==> src/hw/rtl/nmcf_pkg.sv <==
// Shared types and constants of the network-management channel state machine.
// No dependencies; used by nmcf_cell and network_management_channel_fsm.
package nmcf_pkg;

    typedef enum logic [2:0] {
        OP_REQUEST = 3'd0,
        OP_RELEASE = 3'd1,
        OP_MSG     = 3'd2,
        OP_RSLEEP  = 3'd3,
        OP_REPEAT  = 3'd4,
        OP_TICK    = 3'd5,
        OP_STATUS  = 3'd6,
        OP_CLUSTER = 3'd7
    } nmcf_op_t;

    typedef enum logic [2:0] {
        CS_BUS    = 3'd0,
        CS_PREP   = 3'd1,
        CS_READY  = 3'd2,
        CS_NORMAL = 3'd3,
        CS_REPEAT = 3'd4
    } nmcf_cstate_t;

    typedef enum logic [1:0] {
        K_ACK     = 2'd0,
        K_CHANGE  = 2'd1,
        K_INVALID = 2'd2,
        K_STATUS  = 2'd3
    } nmcf_kind_t;

    typedef enum logic [1:0] {
        MD_BUS   = 2'd0,
        MD_PREP  = 2'd1,
        MD_NET   = 2'd2,
        MD_UNUSED = 2'd3
    } nmcf_mode_t;

    typedef enum logic [2:0] {
        F_IDLE,
        F_OP,
        F_ACK,
        F_TICK,
        F_DONE
    } nmcf_fsm_t;

    localparam logic [2:0] CFG_ENABLE  = 3'd0;
    localparam logic [2:0] CFG_REPEAT  = 3'd1;
    localparam logic [2:0] CFG_TIMEOUT = 3'd2;
    localparam logic [2:0] CFG_WAITBS  = 3'd3;
    localparam logic [2:0] CFG_NOTIFY  = 3'd4;

    typedef struct packed {
        nmcf_op_t    op;
        logic [2:0]  channel;
        logic [31:0] now_ms;
    } nmcf_item_t;

    typedef struct packed {
        logic [2:0]  chan_out;
        nmcf_kind_t  kind;
        logic [2:0]  old_state;
        logic [2:0]  new_state;
        logic [1:0]  mode;
        logic        requested;
        logic [31:0] wakeup_count;
        logic [31:0] repeat_count;
        logic [31:0] timeout_count;
        logic [31:0] sleep_count;
        logic        cluster_ready;
        logic        last;
    } nmcf_res_t;

    // Control from the sequencer to one cell.
    typedef struct packed {
        logic     go;
        logic     tick;
        nmcf_op_t op;
    } nmcf_ctl_t;

    // What a cell shows to the sequencer.
    typedef struct packed {
        nmcf_cstate_t state;
        logic         req;
        logic [31:0]  wake;
        logic [31:0]  rep;
        logic [31:0]  tmo;
        logic [31:0]  sleep;
        nmcf_cstate_t nxt;
        logic         chg;
    } nmcf_cst_t;

    function automatic logic [1:0] mode_of(input nmcf_cstate_t s);
        logic [1:0] m;
        case (s)
            CS_BUS:  m = MD_BUS;
            CS_PREP: m = MD_PREP;
            CS_READY, CS_NORMAL, CS_REPEAT: m = MD_NET;
            default: m = MD_BUS;
        endcase
        return m;
    endfunction

endpackage

==> src/hw/rtl/nmcf_cell.sv <==
// One channel cell: the channel's state, flags, timestamps and event counters.
// Depends on nmcf_pkg. Cells are chained for the cluster-ready summary.
module nmcf_cell #(
    parameter int TW = 32
) (
    input  logic                clk,
    input  logic                rst_n,
    input  logic                clr,
    input  logic                en,
    input  nmcf_pkg::nmcf_ctl_t ctl,
    input  logic [TW-1:0]       now,
    input  logic [TW-1:0]       stamp,
    input  logic [31:0]         rmt,
    input  logic [31:0]         nmt,
    input  logic [31:0]         wbs,
    input  logic                any_in,
    input  logic                ok_in,
    output logic                any_out,
    output logic                ok_out,
    output nmcf_pkg::nmcf_cst_t st
);

    nmcf_pkg::nmcf_cstate_t state_reg;
    logic                   req_reg;
    logic                   msg_reg;
    logic [TW-1:0]          ent_reg;
    logic [TW-1:0]          lmsg_reg;
    logic [31:0]            wake_reg;
    logic [31:0]            rep_reg;
    logic [31:0]            tmo_reg;
    logic [31:0]            sleep_reg;

    nmcf_pkg::nmcf_cstate_t tick_ns;
    nmcf_pkg::nmcf_cstate_t op_ns;
    nmcf_pkg::nmcf_cstate_t nxt;
    logic                   tick_msg;
    logic [TW-1:0]          tick_lm;
    logic                   op_req;
    logic                   op_msg;
    logic                   inc_wake;
    logic                   inc_rep;
    logic                   inc_tmo;
    logic                   inc_sleep;
    logic [TW-1:0]          el;
    logic [TW-1:0]          elm;
    logic [TW-1:0]          ml;
    logic [TW-1:0]          stamp_sel;

    // Elapsed time that stops at zero when time runs backwards.
    function automatic logic [TW-1:0] since(input logic [TW-1:0] a, input logic [TW-1:0] b);
        return (a >= b) ? a - b : '0;
    endfunction

    always_comb
    begin
        el        = since(now, ent_reg);
        ml        = msg_reg ? now : lmsg_reg;
        elm       = since(now, ml);
        tick_ns   = state_reg;
        tick_msg  = msg_reg;
        tick_lm   = lmsg_reg;
        inc_wake  = 1'b0;
        inc_rep   = 1'b0;
        inc_tmo   = 1'b0;
        inc_sleep = 1'b0;
        unique case (state_reg)
            nmcf_pkg::CS_BUS:
            begin
                if (req_reg || msg_reg)
                begin
                    tick_msg = 1'b0;
                    inc_wake = 1'b1;
                    tick_ns  = nmcf_pkg::CS_REPEAT;
                end
            end
            nmcf_pkg::CS_REPEAT:
            begin
                tick_msg = 1'b0;
                tick_lm  = now;
                inc_rep  = 1'b1;
                if (32'(el) >= rmt)
                    tick_ns = req_reg ? nmcf_pkg::CS_NORMAL : nmcf_pkg::CS_READY;
            end
            nmcf_pkg::CS_NORMAL:
            begin
                tick_msg = 1'b0;
                tick_lm  = ml;
                if (!req_reg)
                    tick_ns = nmcf_pkg::CS_READY;
                else if (32'(elm) >= nmt)
                begin
                    inc_tmo = 1'b1;
                    tick_ns = nmcf_pkg::CS_REPEAT;
                end
            end
            nmcf_pkg::CS_READY:
            begin
                if (req_reg || msg_reg)
                begin
                    tick_msg = 1'b0;
                    tick_ns  = nmcf_pkg::CS_NORMAL;
                end
                else if (32'(el) >= nmt)
                    tick_ns = nmcf_pkg::CS_PREP;
            end
            nmcf_pkg::CS_PREP:
            begin
                if (req_reg || msg_reg)
                begin
                    tick_msg = 1'b0;
                    tick_ns  = nmcf_pkg::CS_REPEAT;
                end
                else if (32'(el) >= wbs)
                begin
                    inc_sleep = 1'b1;
                    tick_ns   = nmcf_pkg::CS_BUS;
                end
            end
            default: tick_ns = state_reg;
        endcase

        op_ns  = state_reg;
        op_req = req_reg;
        op_msg = msg_reg;
        case (ctl.op)
            nmcf_pkg::OP_REQUEST: op_req = 1'b1;
            nmcf_pkg::OP_RELEASE: op_req = 1'b0;
            nmcf_pkg::OP_MSG:     op_msg = 1'b1;
            nmcf_pkg::OP_RSLEEP:
            begin
                if (!req_reg && (state_reg == nmcf_pkg::CS_READY ||
                                 state_reg == nmcf_pkg::CS_NORMAL))
                    op_ns = nmcf_pkg::CS_PREP;
            end
            nmcf_pkg::OP_REPEAT:
            begin
                if (state_reg != nmcf_pkg::CS_BUS)
                    op_ns = nmcf_pkg::CS_REPEAT;
            end
            default: op_ns = state_reg;
        endcase

        nxt       = ctl.tick ? tick_ns : op_ns;
        stamp_sel = ctl.tick ? now : stamp;
    end

    always_ff @(posedge clk or negedge rst_n)
    begin
        if (!rst_n)
        begin
            state_reg <= nmcf_pkg::CS_BUS;
            req_reg   <= 1'b0;
            msg_reg   <= 1'b0;
            ent_reg   <= '0;
            lmsg_reg  <= '0;
            wake_reg  <= '0;
            rep_reg   <= '0;
            tmo_reg   <= '0;
            sleep_reg <= '0;
        end
        else if (clr)
        begin
            state_reg <= nmcf_pkg::CS_BUS;
            req_reg   <= 1'b0;
            msg_reg   <= 1'b0;
            ent_reg   <= '0;
            lmsg_reg  <= '0;
            wake_reg  <= '0;
            rep_reg   <= '0;
            tmo_reg   <= '0;
            sleep_reg <= '0;
        end
        else if (ctl.go)
        begin
            state_reg <= nxt;
            if (nxt != state_reg)
                ent_reg <= stamp_sel;
            if (ctl.tick)
            begin
                msg_reg  <= tick_msg;
                lmsg_reg <= tick_lm;
                if (inc_wake)
                    wake_reg <= wake_reg + 32'd1;
                if (inc_rep)
                    rep_reg <= rep_reg + 32'd1;
                if (inc_tmo)
                    tmo_reg <= tmo_reg + 32'd1;
                if (inc_sleep)
                    sleep_reg <= sleep_reg + 32'd1;
            end
            else
            begin
                req_reg <= op_req;
                msg_reg <= op_msg;
            end
        end
    end

    assign any_out = any_in | en;
    assign ok_out  = ok_in & (!en || state_reg == nmcf_pkg::CS_BUS ||
                              state_reg == nmcf_pkg::CS_PREP ||
                              state_reg == nmcf_pkg::CS_READY);

    assign st.state = state_reg;
    assign st.req   = req_reg;
    assign st.wake  = wake_reg;
    assign st.rep   = rep_reg;
    assign st.tmo   = tmo_reg;
    assign st.sleep = sleep_reg;
    assign st.nxt   = nxt;
    assign st.chg   = (nxt != state_reg);

endmodule

==> config.mk <==
export PLATFORM = sky130hd
export DESIGN_NAME = nmcf_cell
export DESIGN_NICKNAME = d
export VERILOG_FILES = /design/src/hw/rtl/nmcf_pkg.sv /design/src/hw/rtl/nmcf_cell.sv
export SDC_FILE = /design/constraint.sdc
export NUM_CORES = 1
export LEC_CHECK = 0
export BUFFER_PORTS_ARGS = -buffer_cell sky130_fd_sc_hd__buf_2
export CORE_ASPECT_RATIO = 0.6
export CORE_UTILIZATION = 45
export DETAILED_ROUTE_END_ITERATION = 8
export HOLD_SLACK_MARGIN = 0.03
export PLACE_DENSITY = 0.67
export SYNTH_ARGS = -nofsm -noshare
export SYNTH_HDL_FRONTEND = slang
export SYNTH_SLANG_ARGS = --single-unit
==> constraint.sdc <==
create_clock -name clk -period 9.5 [get_ports clk]
set_clock_uncertainty 0.15 [all_clocks]
set_input_delay 1.425 -clock clk [delete_from_list [all_inputs] [get_ports clk]]
set_output_delay 1.425 -clock clk [all_outputs]
set_load 0.01 [all_outputs]
# Word level (Yosys, flattened, before mapping)
# Index checks and enable logic that the tools add are counted.
[word_totals]
register_bits = 197
input_bits = 171
out_inout_bits = 138
wordCells = 128
[classes]
add_sub_neg = 6
magnitude_cmp = 6
n_eq_ne = 12
n_mux = 62
bitwise_logic = 2
n_reduce_logical = 31
[ops]
columns = ["operator", "n"]
rows = [
  ["$mux W32", 26],
  ["$ge A32 B32 Y1", 6],
  ["$add A32 B1 Y32 const B", 4],
  ["$pmux W32 S2", 1],
  ["$sub A32 B32 Y32", 2],
  ["$mux W3", 13],
  ["$mux W1", 18],
  ["$reduce_and A3 Y1", 6],
  ["$pmux W3 S5", 1],
  ["$reduce_bool A2 Y1", 7],
  ["$eq A3 B2 Y1 const B", 4],
  ["$reduce_bool A3 Y1", 4],
  ["$eq A3 B1 Y1 const B", 2],
  ["$eq A3 B3 Y1 const B", 2],
  ["$logic_not A3 Y1", 2],
  ["$pmux W3 S2", 1],
  ["$logic_or A1 B1 Y1", 5],
  ["$ne A4 B3 Y1 const B", 1],
  ["$ne A4 B4 Y1 const B", 1],
  ["$pmux W1 S2", 2],
  ["$reduce_and A4 Y1", 1],
  ["$ne A3 B3 Y1", 1],
  ["$reduce_or A3 Y1", 1],
  ["$logic_not A1 Y1", 2],
  ["6 further kinds", 6],
]

# Logic depth before layout (Yosys ltp)
[depth]
depth_word = 12
mapped_depth = 26
ltp_nobuf = 23

# Worst setup path after synthesis
# OpenSTA, ideal clock, no wires.
[synth_path]
path_kind = "input -> output"
start = "input now[0]"
end = "output st[0] (netlist name)"
t_arrival_ps = 6595
t_required_ps = 7925
path_slack_ps = 1330
stages = 23
n_path_buf = 1
cell_sequence = "mux2_2 ha_1 inv_1 fa_1 a21o_1 a21o_1 a21oi_1 o211a_1 nor3_1 or2_1 a21o_1 o41ai_2 clkbuf_1 nor2_1 ha_1 a211oi_2 o21ai_1 a2111oi_2 a31oi_1 or2_1 o21a_1 a221o_1 or3_1"
[synth_rtl]
columns = ["element", "line", "source"]
rows = [
  ["start: declaration", "nmcf_cell.sv:11", "input logic [TW-1:0] now,"],
  ["end: declaration", "nmcf_cell.sv:20", "output nmcf_pkg::nmcf_cst_t st"],
]

==> impl_metrics.yaml <==
place:
  placedCellCount: 2786
  gp_congestion: 0.9611
  portBuffers: 308
  hpwl_mm: 42.07
  placed_cell_area_sq_um: 18910
clocking:
  cts_buffer_depth: 2
  holdBufCountCts: 0
  cts_tree: "yes"
  cts_buffers: 17
  htree_num_levels: 4
  clk_pin_slew_ps: 80
  cts.sinks: 197
  post-cts-setup-buffer-count: 0
  root_buffer: "clkbuf_16"
  cts-resized-gates: 0
  clkLatencyLatePin_ps: 460
yosys:
  synth_top_area_share: 0.2924
  yosys_warnings: 0
  async_flop_share: 1.000
  avgSynthCellArea_sq_um: 8.314
  yosys.area.top_type: "dfrtp_1"
  synth_area_sq_um: 16860
  syn_nets: 2397
  synth_edf_count: 0
  ys_seq_elements: 197
  yosysUniqueCellTypes: 75
  yosysSeqAreaShare: 0.2924
  synthTopCellsByArea: "dfrtp_1 (29%), ha_1 (15%), nor2_1 (6.2%)"
  netlist_instances: 2028
  synthFlopType: "dfrtp_1"
worst_setup_path:
  slowest_stage: "a2111oi_0"
  worstSetupEndpointType: "output port"
  startpoint_type: "input port"
  crit_type: "in2out"
  critPathMaxFanout: 31
  arrival_ps: 7350
  worstPathRequired_ps: 7930
  max_stage_delay_ps: 620
global_routing:
  grt_overflow: 0
  grt_pass1_vias: 14580
  grt_max_degree: 179
  grt_pass1_wl_mm: 83.51
  track_usage: 0.2787
  antenna_found_initial: 6
floorplan:
  rows: 54
  fp.coreArea_sq_um: 36620
  start_util: 0.4604
  io_pins: 309
  fp.dieW_um: 251.9
  die_h_um: 151.9
  dieArea_sq_um: 38270
routing:
  ant_nets: 0
  avgRoutedWirePerCell_um: 18.92
  vias: 15810
  wirelength_met1_mm: 27.09
  dr_wl_met3_mm: 4.721
  drtPass1Iterations: 5
  totalWireLength_mm: 53.41
  viasPerCell: 5.599
  drt_iter0_drc: 1392
  drc: 0
  wl_met2_mm: 20.68
  highest_layer: "met4"
final_layout:
  multiInputGateArea_sq_um: 11060
  drive_above_1_share: 0.1755
  layout.cells.non_filler: 2823
  final_cell_mix: "buf_2 (306), nor2_1 (280), ha_1 (196), dfrtp_1 (196), nand2_1 (194)"
  final_common_cell: "buf_2"
  area_growth_pct: 15.79
  final_area_sq_um: 19520
  register_area_sq_um: 4931
  final_nets: 2670
  fill_cells: 3501
power_and_ir_drop:
  combinationalPowerShare: 0.320
  powerDensity_nw_per_um2: 122.4
  p_sw_uw: 895.9
  sw_frac_of_total: 0.3748
  power_frac_seq: 0.360
  ir_drop_v: 0.0001231
  p_leak_uw: 0.009806
  clockPowerShare: 0.320
  power.internal_uw: 1494
timing:
  fmax_mhz: 112.0
  setup_violations: 0
  finalCritPeriodShare: 0.9398
  final_hold_viol_count: 0
  slew_headroom: 0.2517
  fin_tns_setup_ps: 0
  rsz0062_at_grt: "false"
  worstMarginPinSlew_ps: 1119
  slew_viol_final: 0
  period_needed_ps: 8928
outcome:
  status: "finished clean"
hold_path:
  hold_path.class: "reg2reg"
run:
  max-cap-violations: 0
-- stage by stage --
step | setup WS (ps) | hold WS (ps) | total power, uW | utilization
after floorplan | 1330 | 348.3 | 1361 | -
after global placement | 841.1 | 359.1 | 1600 | 0.5163
after detailed placement | 713.9 | 365.3 | 1620 | 0.5163
after CTS | 688.8 | 376.3 | 2385 | 0.5328
after global routing | 201.4 | 392.0 | 2519 | 0.5330
final | 571.5 | 374.8 | 2390 | 0.5331
-- final timing paths --
path	startpoint	end	slack (ps)	cells after the start
worst max-delay path	now[0]	st[0]	570	26
worst min-delay path	lmsg_reg[11]	lmsg_reg[11]	370	2
worst max register to register	msg_reg	ent_reg[29]	1860	25
worst min register to register	lmsg_reg[11]	lmsg_reg[11]	370	2
max in group asynchronous	rst_n	sleep_reg[1]	6200	3
min in group asynchronous	rst_n	rep_reg[19]	820	1
-- cell type report --
type | count | share of cell area
Timing Repair Buffer | 325 | 0.08691
Inverter | 156 | 0.02999
Clock buffer | 17 | 0.02179
Sequential cell | 197 | 0.2526
Multi-Input combinational cell | 1604 | 0.5667
Tap cell | 504 | 0.03230
Antenna cell | 5 | 0.0006409
Clock inverter | 15 | 0.009101
-- kinds of logic (layout without fill, tap and decap cells) --
group           count (synthesis)  in the layout  share of synthesized area
fa+ha+maj                     198            198                     0.1478
simple gates                  751            751                     0.2098
mux                           100            100                    0.06634
compound gates                397            397                     0.1486
flops                         197            197                     0.2924
other cells                     0              5                          0
buf+inv                       227            513                    0.05291
xor+xnor                      158            158                    0.08208
-- cell usage after synthesis (6+ instances only) --
library cell and instances:
o21bai_1 12, nand3_1 50, a31oi_1 16, dfrtp_1 197, o21a_1 7, nand2_1 194, nor2b_1 17, and2_1 10
o31ai_1 8, and3_1 45, a221oi_1 7, nand4_1 54, and4_1 6, buf_2 11, mux2i_1 66, a21oi_1 157
o211ai_1 7, clkbuf_1 50, nand2b_1 7, a211oi_1 14, inv_1 156, mux2_1 9, xor2_1 111, xnor2_1 47
o21ai_0 73, mux2_4 20, nor4_1 9, nor2_1 280, ha_1 196, o2111ai_1 6, a21o_1 43, buf_1 6
nor3_1 23, or2_2 9, or3_1 22
-- worst max-delay path, delay by kind of cell --
kind	cells	cell delay, ps
buffers and inverters	6	900
AND/OR/NAND/NOR	4	670
adder cells (fa/ha/maj)	3	930
AO/OA/AOI/OAI	13	3420
-- power by group through the flow --
stage                     registers (uW)  clock network (uW)  logic (uW)
final                                861                 764         764
after global routing                 863                 810         846
after CTS                            861                 778         746
after detailed placement             878                   0         742
after global placement               877                   0         723
after floorplan                      876                   0         484
-- metal layers --
metal / vias up / global-route usage
li1: 7658 / -
met1: 7478 / 0.4428
met2: 612 / 0.3763
met3: 59 / 0.05705
met4: 0 / 0.06609
met5: - / 0
(Power assumes the default switching activity.)
